`config.mk`:
```
export PLATFORM = sky130hd
export DESIGN_NAME = text_console_cursor_engine
export DESIGN_NICKNAME = d
export VERILOG_FILES = /design/src/rtl/core/tcce_pkg.sv /design/src/rtl/core/text_console_cursor_engine.sv /design/src/rtl/core/tcce_front.sv /design/src/rtl/core/tcce_back.sv
export SDC_FILE = /design/constraint.sdc
export NUM_CORES = 1
export LEC_CHECK = 0
export BUFFER_PORTS_ARGS = -buffer_cell sky130_fd_sc_hd__buf_2
export CAP_MARGIN = 30
export CORE_ASPECT_RATIO = 0.5
export CORE_MARGIN = 8
export CORE_UTILIZATION = 48
export DETAILED_ROUTE_END_ITERATION = 8
export PLACE_DENSITY = 0.67
export RECOVER_POWER = 25
export SETUP_SLACK_MARGIN = 0.02
export SLEW_MARGIN = 10
export SYNTH_ARGS = -nofsm -noshare
export SYNTH_HDL_FRONTEND = slang
export SYNTH_SLANG_ARGS = --single-unit
export TNS_END_PERCENT = 1
```
`constraint.sdc`:
```
create_clock -name clock -period 8.75 [get_ports clock]
set_input_delay 1.75 -clock clock [delete_from_list [all_inputs] [get_ports clock]]
set_output_delay 1.75 -clock clock [all_outputs]
set_load 0.02 [all_outputs]
```
`src/rtl/core/tcce_pkg.sv`:
```
// Shared types, constants and helper functions for the text console cursor engine.
// Used by tcce_front, tcce_back and text_console_cursor_engine; depends on nothing.
package tcce_pkg;

   localparam int COLUMNS     = 80;
   localparam int VIEW_ROWS   = 25;
   localparam int BUFFER_ROWS = 256;

   localparam int COL_W   = $clog2(COLUMNS);
   localparam int ROW_W   = $clog2(BUFFER_ROWS);
   localparam int VIEW_W  = 8;
   localparam int ADDR_W  = 15;
   localparam int OFS_W   = 16;
   localparam int CHAR_W  = 8;
   localparam int ATTR_W  = 8;
   localparam int OP_W    = 2;
   localparam int POSX_W  = 7;
   localparam int POSY_W  = 8;

   localparam int QUEUE_DEPTH = 2;
   localparam int QPTR_W      = $clog2(QUEUE_DEPTH);
   localparam int QCNT_W      = $clog2(QUEUE_DEPTH + 1);

   localparam logic [OP_W-1:0]   OP_PRINT     = 2'd0;
   localparam logic [OP_W-1:0]   OP_BACK      = 2'd1;
   localparam logic [OP_W-1:0]   OP_SETPOS    = 2'd2;
   localparam logic [CHAR_W-1:0] NEWLINE_CODE = 8'h0A;
   localparam logic [ATTR_W-1:0] ATTR_RESET   = 8'h07;

   typedef enum logic [2:0] {
      CMD_NOP     = 3'd0,
      CMD_PRINT   = 3'd1,
      CMD_NEWLINE = 3'd2,
      CMD_BACK    = 3'd3,
      CMD_SETPOS  = 3'd4
   } cmd_kind_type;

   typedef struct packed {
      cmd_kind_type            kind;
      logic [CHAR_W-1:0]       char_code;
      logic [COL_W-1:0]        column;
      logic [ROW_W-1:0]        row;
   } cmd_type;

   typedef struct packed {
      logic valid;
   } link_type;

   function automatic logic [ROW_W-1:0] row_mod(input logic [POSY_W-1:0] y);
      logic [POSY_W:0] r;
      r = {1'b0, y};
      for (int i = 0; i < 4; i++) begin
         if (r >= (POSY_W + 1)'(BUFFER_ROWS)) begin
            r = r - (POSY_W + 1)'(BUFFER_ROWS);
         end
      end
      return r[ROW_W-1:0];
   endfunction

   function automatic logic [ADDR_W-1:0] cell_addr(input logic [ROW_W-1:0] row,
                                                    input logic [COL_W-1:0] col);
      logic [ADDR_W-1:0] base;
      base = ADDR_W'(row) * ADDR_W'(COLUMNS);
      return base + ADDR_W'(col);
   endfunction

endpackage

```
`src/rtl/core/text_console_cursor_engine.sv`:
```
// Top level of the text console cursor engine: joins the decode front, the command
// queue and the execute back. Depends on tcce_pkg, tcce_front and tcce_back.
//
// Each request beat carries an operation (print, backspace, set position) and its
// operands; each produces exactly one response beat, in order, with the cell write
// (if any), the new hardware cursor offset and the current view start row.
// The attribute byte is loaded through csr_wr_en and csr_wr_data; the user must
// do so only while the engine is idle, which the engine does not enforce. It is
// attached to every cell write. A request accepted at an edge is decoded into the
// two-entry command queue; the back part then takes it, executes it and registers
// the response, and response valid rises. Throughput is one beat per cycle while
// rsp_ready is high, set by the cursor update in the back part.
// After reset the cursor, row and view start are zero, the attribute is 7 and both
// queue and response register are empty.
// When the receiver holds rsp_ready low, the response stays registered, the queue
// fills with up to two more commands, and then req_ready drops until beats drain.
module text_console_cursor_engine (
   input  logic                          clock,
   input  logic                          reset,
   input  logic                          req_valid,
   output logic                          req_ready,
   input  logic [tcce_pkg::OP_W-1:0]     req_op,
   input  logic [tcce_pkg::CHAR_W-1:0]   req_char_code,
   input  logic [tcce_pkg::POSX_W-1:0]   req_pos_x,
   input  logic [tcce_pkg::POSY_W-1:0]   req_pos_y,
   output logic                          rsp_valid,
   input  logic                          rsp_ready,
   output logic                          rsp_cell_write,
   output logic [tcce_pkg::ADDR_W-1:0]   rsp_cell_address,
   output logic [tcce_pkg::CHAR_W-1:0]   rsp_cell_char,
   output logic [tcce_pkg::ATTR_W-1:0]   rsp_cell_attr,
   output logic [tcce_pkg::OFS_W-1:0]    rsp_cursor_offset,
   output logic [tcce_pkg::VIEW_W-1:0]   rsp_view_start_row,
   input  logic                          csr_wr_en,
   input  logic [tcce_pkg::ATTR_W-1:0]   csr_wr_data
);

   tcce_pkg::link_type  cmd_link;
   tcce_pkg::cmd_type   cmd;
   logic                cmd_pop;

   tcce_front u_front (
      .clock         (clock),
      .reset         (reset),
      .req_valid     (req_valid),
      .req_ready     (req_ready),
      .req_op        (req_op),
      .req_char_code (req_char_code),
      .req_pos_x     (req_pos_x),
      .req_pos_y     (req_pos_y),
      .cmd_link_out  (cmd_link),
      .cmd_pop       (cmd_pop),
      .cmd_out       (cmd)
   );

   tcce_back u_back (
      .clock              (clock),
      .reset              (reset),
      .cmd_link_in        (cmd_link),
      .cmd_in             (cmd),
      .cmd_pop            (cmd_pop),
      .csr_wr_en          (csr_wr_en),
      .csr_wr_data        (csr_wr_data),
      .rsp_valid          (rsp_valid),
      .rsp_ready          (rsp_ready),
      .rsp_cell_write     (rsp_cell_write),
      .rsp_cell_address   (rsp_cell_address),
      .rsp_cell_char      (rsp_cell_char),
      .rsp_cell_attr      (rsp_cell_attr),
      .rsp_cursor_offset  (rsp_cursor_offset),
      .rsp_view_start_row (rsp_view_start_row)
   );

   // A response without a cell write carries zero in the cell fields.
   assert property (@(posedge clock) disable iff (reset)
      (rsp_valid && !rsp_cell_write) |->
         (rsp_cell_address == '0 && rsp_cell_char == '0 && rsp_cell_attr == '0))
      else $error("cell fields not cleared on a beat without a cell write");

   // Cell writes stay inside the backing store.
   assert property (@(posedge clock) disable iff (reset)
      (rsp_valid && rsp_cell_write) |->
         (17'(rsp_cell_address) < 17'(tcce_pkg::BUFFER_ROWS * tcce_pkg::COLUMNS)))
      else $error("cell address beyond the backing store");

   // The back part only takes a command that the queue holds.
   assert property (@(posedge clock) disable iff (reset)
      cmd_pop |-> cmd_link.valid)
      else $error("command popped from an empty queue");

   // Reset leaves the engine empty and ready for requests.
   assert property (@(posedge clock)
      reset |=> (!rsp_valid && req_ready && !cmd_link.valid))
      else $error("engine not empty after reset");

endmodule

```
`src/rtl/core/tcce_front.sv`:
```
// Front part of the cursor engine: accepts request beats, decodes them into commands
// and holds them in a short queue for the back part. Depends on tcce_pkg.
module tcce_front (
   input  logic                          clock,
   input  logic                          reset,
   input  logic                          req_valid,
   output logic                          req_ready,
   input  logic [tcce_pkg::OP_W-1:0]     req_op,
   input  logic [tcce_pkg::CHAR_W-1:0]   req_char_code,
   input  logic [tcce_pkg::POSX_W-1:0]   req_pos_x,
   input  logic [tcce_pkg::POSY_W-1:0]   req_pos_y,
   output tcce_pkg::link_type            cmd_link_out,
   input  logic                          cmd_pop,
   output tcce_pkg::cmd_type             cmd_out
);

   tcce_pkg::cmd_type                  queue_ff [tcce_pkg::QUEUE_DEPTH];
   logic [tcce_pkg::QPTR_W-1:0]        wr_ptr_ff, wr_ptr_in;
   logic [tcce_pkg::QPTR_W-1:0]        rd_ptr_ff, rd_ptr_in;
   logic [tcce_pkg::QCNT_W-1:0]        count_ff, count_in;
   tcce_pkg::cmd_type                  decoded;
   logic                               push;
   logic                               pop;

   always_comb begin
      decoded.kind      = tcce_pkg::CMD_NOP;
      decoded.char_code = req_char_code;
      decoded.row       = tcce_pkg::row_mod(req_pos_y);
      if (req_pos_x > tcce_pkg::POSX_W'(tcce_pkg::COLUMNS - 1)) begin
         decoded.column = tcce_pkg::COL_W'(tcce_pkg::COLUMNS - 1);
      end else begin
         decoded.column = req_pos_x[tcce_pkg::COL_W-1:0];
      end
      case (req_op)
         tcce_pkg::OP_PRINT: begin
            if (req_char_code == tcce_pkg::NEWLINE_CODE) begin
               decoded.kind = tcce_pkg::CMD_NEWLINE;
            end else begin
               decoded.kind = tcce_pkg::CMD_PRINT;
            end
         end
         tcce_pkg::OP_BACK: begin
            decoded.kind = tcce_pkg::CMD_BACK;
         end
         tcce_pkg::OP_SETPOS: begin
            decoded.kind = tcce_pkg::CMD_SETPOS;
         end
         default: begin
            decoded.kind = tcce_pkg::CMD_NOP;
         end
      endcase
   end

   assign req_ready = (count_ff != tcce_pkg::QCNT_W'(tcce_pkg::QUEUE_DEPTH));
   assign push      = req_valid && req_ready;
   assign pop       = cmd_pop && (count_ff != '0);

   always_comb begin
      wr_ptr_in = wr_ptr_ff;
      rd_ptr_in = rd_ptr_ff;
      count_in  = count_ff;
      if (push) begin
         if (wr_ptr_ff == tcce_pkg::QPTR_W'(tcce_pkg::QUEUE_DEPTH - 1)) begin
            wr_ptr_in = '0;
         end else begin
            wr_ptr_in = wr_ptr_ff + 1'b1;
         end
      end
      if (pop) begin
         if (rd_ptr_ff == tcce_pkg::QPTR_W'(tcce_pkg::QUEUE_DEPTH - 1)) begin
            rd_ptr_in = '0;
         end else begin
            rd_ptr_in = rd_ptr_ff + 1'b1;
         end
      end
      if (push && !pop) begin
         count_in = count_ff + 1'b1;
      end else if (pop && !push) begin
         count_in = count_ff - 1'b1;
      end
   end

   always_ff @(posedge clock) begin
      if (reset) begin
         wr_ptr_ff <= '0;
         rd_ptr_ff <= '0;
         count_ff  <= '0;
      end else begin
         wr_ptr_ff <= wr_ptr_in;
         rd_ptr_ff <= rd_ptr_in;
         count_ff  <= count_in;
      end
   end

   always_ff @(posedge clock) begin
      if (push) begin
         queue_ff[wr_ptr_ff] <= decoded;
      end
   end

   assign cmd_link_out.valid = (count_ff != '0);
   assign cmd_out            = queue_ff[rd_ptr_ff];

endmodule

```
`src/rtl/core/tcce_back.sv`:
```
// Back part of the cursor engine: holds the cursor, view and attribute state, executes
// queued commands and drives the registered response beat. Depends on tcce_pkg.
module tcce_back (
   input  logic                          clock,
   input  logic                          reset,
   input  tcce_pkg::link_type            cmd_link_in,
   input  tcce_pkg::cmd_type             cmd_in,
   output logic                          cmd_pop,
   input  logic                          csr_wr_en,
   input  logic [tcce_pkg::ATTR_W-1:0]   csr_wr_data,
   output logic                          rsp_valid,
   input  logic                          rsp_ready,
   output logic                          rsp_cell_write,
   output logic [tcce_pkg::ADDR_W-1:0]   rsp_cell_address,
   output logic [tcce_pkg::CHAR_W-1:0]   rsp_cell_char,
   output logic [tcce_pkg::ATTR_W-1:0]   rsp_cell_attr,
   output logic [tcce_pkg::OFS_W-1:0]    rsp_cursor_offset,
   output logic [tcce_pkg::VIEW_W-1:0]   rsp_view_start_row
);

   logic [tcce_pkg::COL_W-1:0]   col_ff, col_in;
   logic [tcce_pkg::ROW_W-1:0]   row_ff, row_in;
   logic [tcce_pkg::VIEW_W-1:0]  view_ff, view_in;
   logic [tcce_pkg::ATTR_W-1:0]  attr_ff;
   logic                         rsp_valid_ff;
   logic                         write_ff, write_in;
   logic [tcce_pkg::ADDR_W-1:0]  addr_ff, addr_in;
   logic [tcce_pkg::CHAR_W-1:0]  char_ff, char_in;
   logic [tcce_pkg::ATTR_W-1:0]  wattr_ff, wattr_in;
   logic [tcce_pkg::OFS_W-1:0]   ofs_ff, ofs_in;

   logic [tcce_pkg::ROW_W-1:0]   down_row;
   logic [tcce_pkg::VIEW_W-1:0]  down_view;
   logic [tcce_pkg::ROW_W-1:0]   up_row;
   logic [tcce_pkg::VIEW_W-1:0]  up_view;
   logic [tcce_pkg::OFS_W-1:0]   row_diff;
   logic [tcce_pkg::OFS_W-1:0]   row_base;
   logic                         load;

   assign load    = cmd_link_in.valid && (!rsp_valid_ff || rsp_ready);
   assign cmd_pop = load;

   always_comb begin
      if (row_ff == tcce_pkg::ROW_W'(tcce_pkg::BUFFER_ROWS - 1)) begin
         down_row = '0;
      end else begin
         down_row = row_ff + 1'b1;
      end
      down_view = view_ff;
      if (10'(down_row) >= 10'(view_ff) + 10'(tcce_pkg::VIEW_ROWS)) begin
         down_view = view_ff + 1'b1;
      end
      up_row  = row_ff;
      up_view = view_ff;
      if (row_ff != '0) begin
         up_row = row_ff - 1'b1;
         if ((9'(up_row) < 9'(view_ff)) && (view_ff != '0)) begin
            up_view = view_ff - 1'b1;
         end
      end
   end

   always_comb begin
      col_in   = col_ff;
      row_in   = row_ff;
      view_in  = view_ff;
      write_in = 1'b0;
      addr_in  = '0;
      char_in  = '0;
      wattr_in = '0;
      case (cmd_in.kind)
         tcce_pkg::CMD_PRINT: begin
            write_in = 1'b1;
            addr_in  = tcce_pkg::cell_addr(row_ff, col_ff);
            char_in  = cmd_in.char_code;
            wattr_in = attr_ff;
            if (col_ff == tcce_pkg::COL_W'(tcce_pkg::COLUMNS - 1)) begin
               col_in  = '0;
               row_in  = down_row;
               view_in = down_view;
            end else begin
               col_in = col_ff + 1'b1;
            end
         end
         tcce_pkg::CMD_NEWLINE: begin
            col_in  = '0;
            row_in  = down_row;
            view_in = down_view;
         end
         tcce_pkg::CMD_BACK: begin
            write_in = 1'b1;
            wattr_in = attr_ff;
            if (col_ff == '0) begin
               col_in  = tcce_pkg::COL_W'(tcce_pkg::COLUMNS - 1);
               row_in  = up_row;
               view_in = up_view;
            end else begin
               col_in = col_ff - 1'b1;
            end
            addr_in = tcce_pkg::cell_addr(row_in, col_in);
         end
         tcce_pkg::CMD_SETPOS: begin
            col_in = cmd_in.column;
            row_in = cmd_in.row;
         end
         default: begin
            col_in = col_ff;
         end
      endcase
      row_diff = tcce_pkg::OFS_W'(row_in) - tcce_pkg::OFS_W'(view_in);
      row_base = row_diff * tcce_pkg::OFS_W'(tcce_pkg::COLUMNS);
      ofs_in   = row_base + tcce_pkg::OFS_W'(col_in);
   end

   always_ff @(posedge clock) begin
      if (reset) begin
         col_ff       <= '0;
         row_ff       <= '0;
         view_ff      <= '0;
         attr_ff      <= tcce_pkg::ATTR_RESET;
         rsp_valid_ff <= 1'b0;
      end else begin
         if (csr_wr_en) begin
            attr_ff <= csr_wr_data;
         end
         if (load) begin
            col_ff       <= col_in;
            row_ff       <= row_in;
            view_ff      <= view_in;
            rsp_valid_ff <= 1'b1;
         end else if (rsp_ready) begin
            rsp_valid_ff <= 1'b0;
         end
      end
   end

   always_ff @(posedge clock) begin
      if (load) begin
         write_ff <= write_in;
         addr_ff  <= addr_in;
         char_ff  <= char_in;
         wattr_ff <= wattr_in;
         ofs_ff   <= ofs_in;
      end
   end

   assign rsp_valid          = rsp_valid_ff;
   assign rsp_cell_write     = write_ff;
   assign rsp_cell_address   = addr_ff;
   assign rsp_cell_char      = char_ff;
   assign rsp_cell_attr      = wattr_ff;
   assign rsp_cursor_offset  = ofs_ff;
   assign rsp_view_start_row = view_ff;

endmodule
```
==> flow_metrics.tcl <==
set metrics [dict create \
    setup_viol 0 \
    antenna_cells 0 \
    hold_viol 0 \
    post-route-min-period_ps 7350 \
    wl_um 23600 \
    crit_required_ps 8920 \
    synth.largest_area_cell "edfxtp_1" \
    final_cell_mix "edfxtp_1, nor2_1, ha_1" \
    drv_slew 66 \
    worstPathMaxFanout 34 \
    synth-seq-cells 137 \
    layout_commonest_cell "edfxtp_1" \
    antenna_found_initial 1 \
    synth.avg_cell_area_um2 10.0 \
    relSlewSlack_pct -41.5 \
    setup.worst_path.start_class "register" \
    netlist_top_cells_area "edfxtp_1, ha_1, dfxtp_1, xnor2_1, mux2i_1" \
    post_cts_buffers 0 \
    reg2regPathDepth 20 \
    cts_sinks 137 \
    numPortBuffers 95 \
    core_area_um2 18500 \
    synth_edf_count 100 \
    route.detailed.drc 0 \
    ys_async_sr_fraction_pct 0 \
    grt_pass1_wl_um 37400 \
    clock_latency_ps 430 \
    layout-drive-gt1-share_pct 14.6 \
    dominantRegCellSynth "edfxtp_1" \
    pin_count 96 \
    yosysTopAreaCellShare_pct 33.0 \
    outcome "finished with violations" \
    crit_end "u_back.rsp_cursor_offset[14]" \
    period_share_pct 83.9 \
    drt_iter0_drc 581 \
    fin_cells 1258 \
    grt_usage_pct 19.9 \
    critPathCaptureType "register" \
    rsz0062_at_grt "no" \
    drt_pre_antenna_iters 5 \
    rows 35 \
    cts_tree "done" \
    cts_buffers 17 \
    vias_per_cell 5.64 \
    yosysSeqAreaShare_pct 41.1 \
    routedWlPerCell_um 18.8 \
    fin_setup_tns_ps 0 \
    critPathKind "register to register" \
    drt.antenna.violating_nets 0 \
    clk_path_buf_depth 2 \
    drv_cap 2 \
    cp_data_arrival_time_ps 7520 \
    overflow 0 \
    violations "max-capacitance violations, max-slew violations" \
    clockRootBuffer "clkbuf_16" \
    final_nets 1110 \
    tightest_slew_ps 2120 \
    htreeDepth 4 \
    path_clk_slew_ps 70 \
    cts_resized 0 \
    dp_hpwl_um 17800 \
    syn_to_final_growth_pct 13.1 \
    synth.net_count 1030 \
    start_util_pct 49.3 \
    dp.cells 1226 \
    hold_class "register to register" \
    grt_pass1_vias 6960 \
    grt_max_degree 64 \
    die_w_um 211 \
    ys_types 85 \
    place_congestion 0.929 \
    regToRegEndpoint "u_back.rsp_cursor_offset[14]" \
    yosys_warnings 0 \
    syn_inst 906 \
    cts.hold.buffers_added 0 \
    dieArea_um2 23900 \
    vias 7091 \
    die_h_um 113 \
    reg2reg_slack_ps 1400 \
    max_freq_mhz 136 \
    syn_area_um2 9100 \
    fin_worst_skew_ps 13.1 \
]
-- per-stage QoR --
stage / cell area, um^2 / setup slack (ps) / util [%] / hold WS, ps
2_1_floorplan: 9100 / 2750 / - / 433
3_3_place_gp: 9760 / 1910 / 52.8 / 444
3_5_place_dp: 9760 / 1720 / 52.8 / 453
4_1_cts: 10300 / 1680 / 55.9 / 469
5_1_grt: 10300 / 825 / 55.7 / 502
6_report: 10300 / 1400 / 55.7 / 466
-- kinds of logic (layout without fill, tap and decap cells) --
logic type | Yosys count | in the layout | synth area share, %
AO/OA/AOI/OAI | 202 | 202 | 15.5
XOR/XNOR | 74 | 74 | 7.12
adder cells (fa/ha/maj) | 86 | 86 | 12.4
buffers and inverters | 89 | 182 | 4.38
flip-flops | 137 | 137 | 41.1
multiplexers | 36 | 36 | 3.99
AND/OR/NAND/NOR | 282 | 282 | 15.5
-- synth_stat cells, types with 5 or more instances --
library cell  instances
nor2b_1              14
nor3b_1               6
or3_1                 5
a21oi_1              46
clkbuf_1             26
nor3_1               23
and2_1               11
o211ai_1              8
o21a_1                7
mux2i_1              34
buf_4                 5
o21ai_0              39
nand2_1              69
nand2b_1              9
buf_2                 5
a211oi_1             17
xnor2_1              51
nor2_1               87
a31oi_1               6
nand3_1              19
a311oi_1              6
o22ai_1               8
buf_6                 5
ha_1                 79
dfxtp_1              37
o21bai_1              5
a221o_1               5
fa_1                  7
nand4_1               9
xor2_1               23
a21o_1               10
edfxtp_1            100
inv_1                42
-- final cells by class --
| cell class | instances | area (um^2) |
|---|---|---|
| fillers | 1648 | 8190 |
| multi-input cells | 680 | 4970 |
| flip-flops and latches | 137 | 3740 |
| repair buffers | 105 | 514 |
| clock buffers | 17 | 425 |
| well taps | 259 | 324 |
| inverters | 45 | 169 |
| clock inverters | 15 | 150 |
-- sequential cells by signal, summed over array words and instances, names as in the netlist, named ones only --
register / flops
u_back.rsp_cell_char: 8
u_back.rsp_cell_address: 15
u_back.col_ff: 7
u_back.row_ff: 8
u_back.rsp_view_start_row: 8
u_front.count_ff: 2
u_back.rsp_cell_attr: 8
u_back.rsp_cell_write: 1
u_front.wr_ptr_ff: 1
u_front.queue_ff: 52
u_back.rsp_cursor_offset: 16
u_back.rsp_valid: 1
u_back.attr_ff: 8
u_front.rd_ptr_ff: 1
-- critical path, cell delays in order, from the launching register on --
cell      delay [ps]
dfxtp_1          310
clkbuf_1        1510
mux2i_1          450
nand3_1          330
nor2_1           460
o21ai_0          180
a222oi_1         720
ha_1             360
a21o_1           180
a21oi_1          230
o21bai_1          90
a21oi_1          210
xnor2_1          180
ha_1             270
ha_1             370
a211oi_1         310
o21bai_1         120
a21oi_1          240
xor2_1           290
nor3_1           120
xnor2_1          130
-- per-layer routing --
layer	track usage (%)	vias up	share of wire, %
met2	29.1	233	42
li1	-	3491	-
met4	5.10	2	1.2
met1	28.2	3336	48
met3	6.05	29	8.6
met5	0	-	0.038
-- how the worst min path moves through the flow --
stage / cells after the start / from / slack [ps] / end
final: 2 / u_back.attr_ff[0] / 470 / u_back.attr_ff[0]
after global routing: 2 / u_back.attr_ff[1] / 500 / u_back.attr_ff[1]
after CTS: 2 / u_back.attr_ff[1] / 470 / u_back.attr_ff[1]
after detailed placement: 2 / u_back.attr_ff[1] / 450 / u_back.attr_ff[1]
after global placement: 2 / u_back.attr_ff[2] / 440 / u_back.attr_ff[2]
after floorplan: 2 / u_back.attr_ff[0] / 430 / u_back.attr_ff[0]
Power is left out: the tool's default activity adds up to more than one toggle a clock period on the data nets, which glitch-free logic cannot reach.
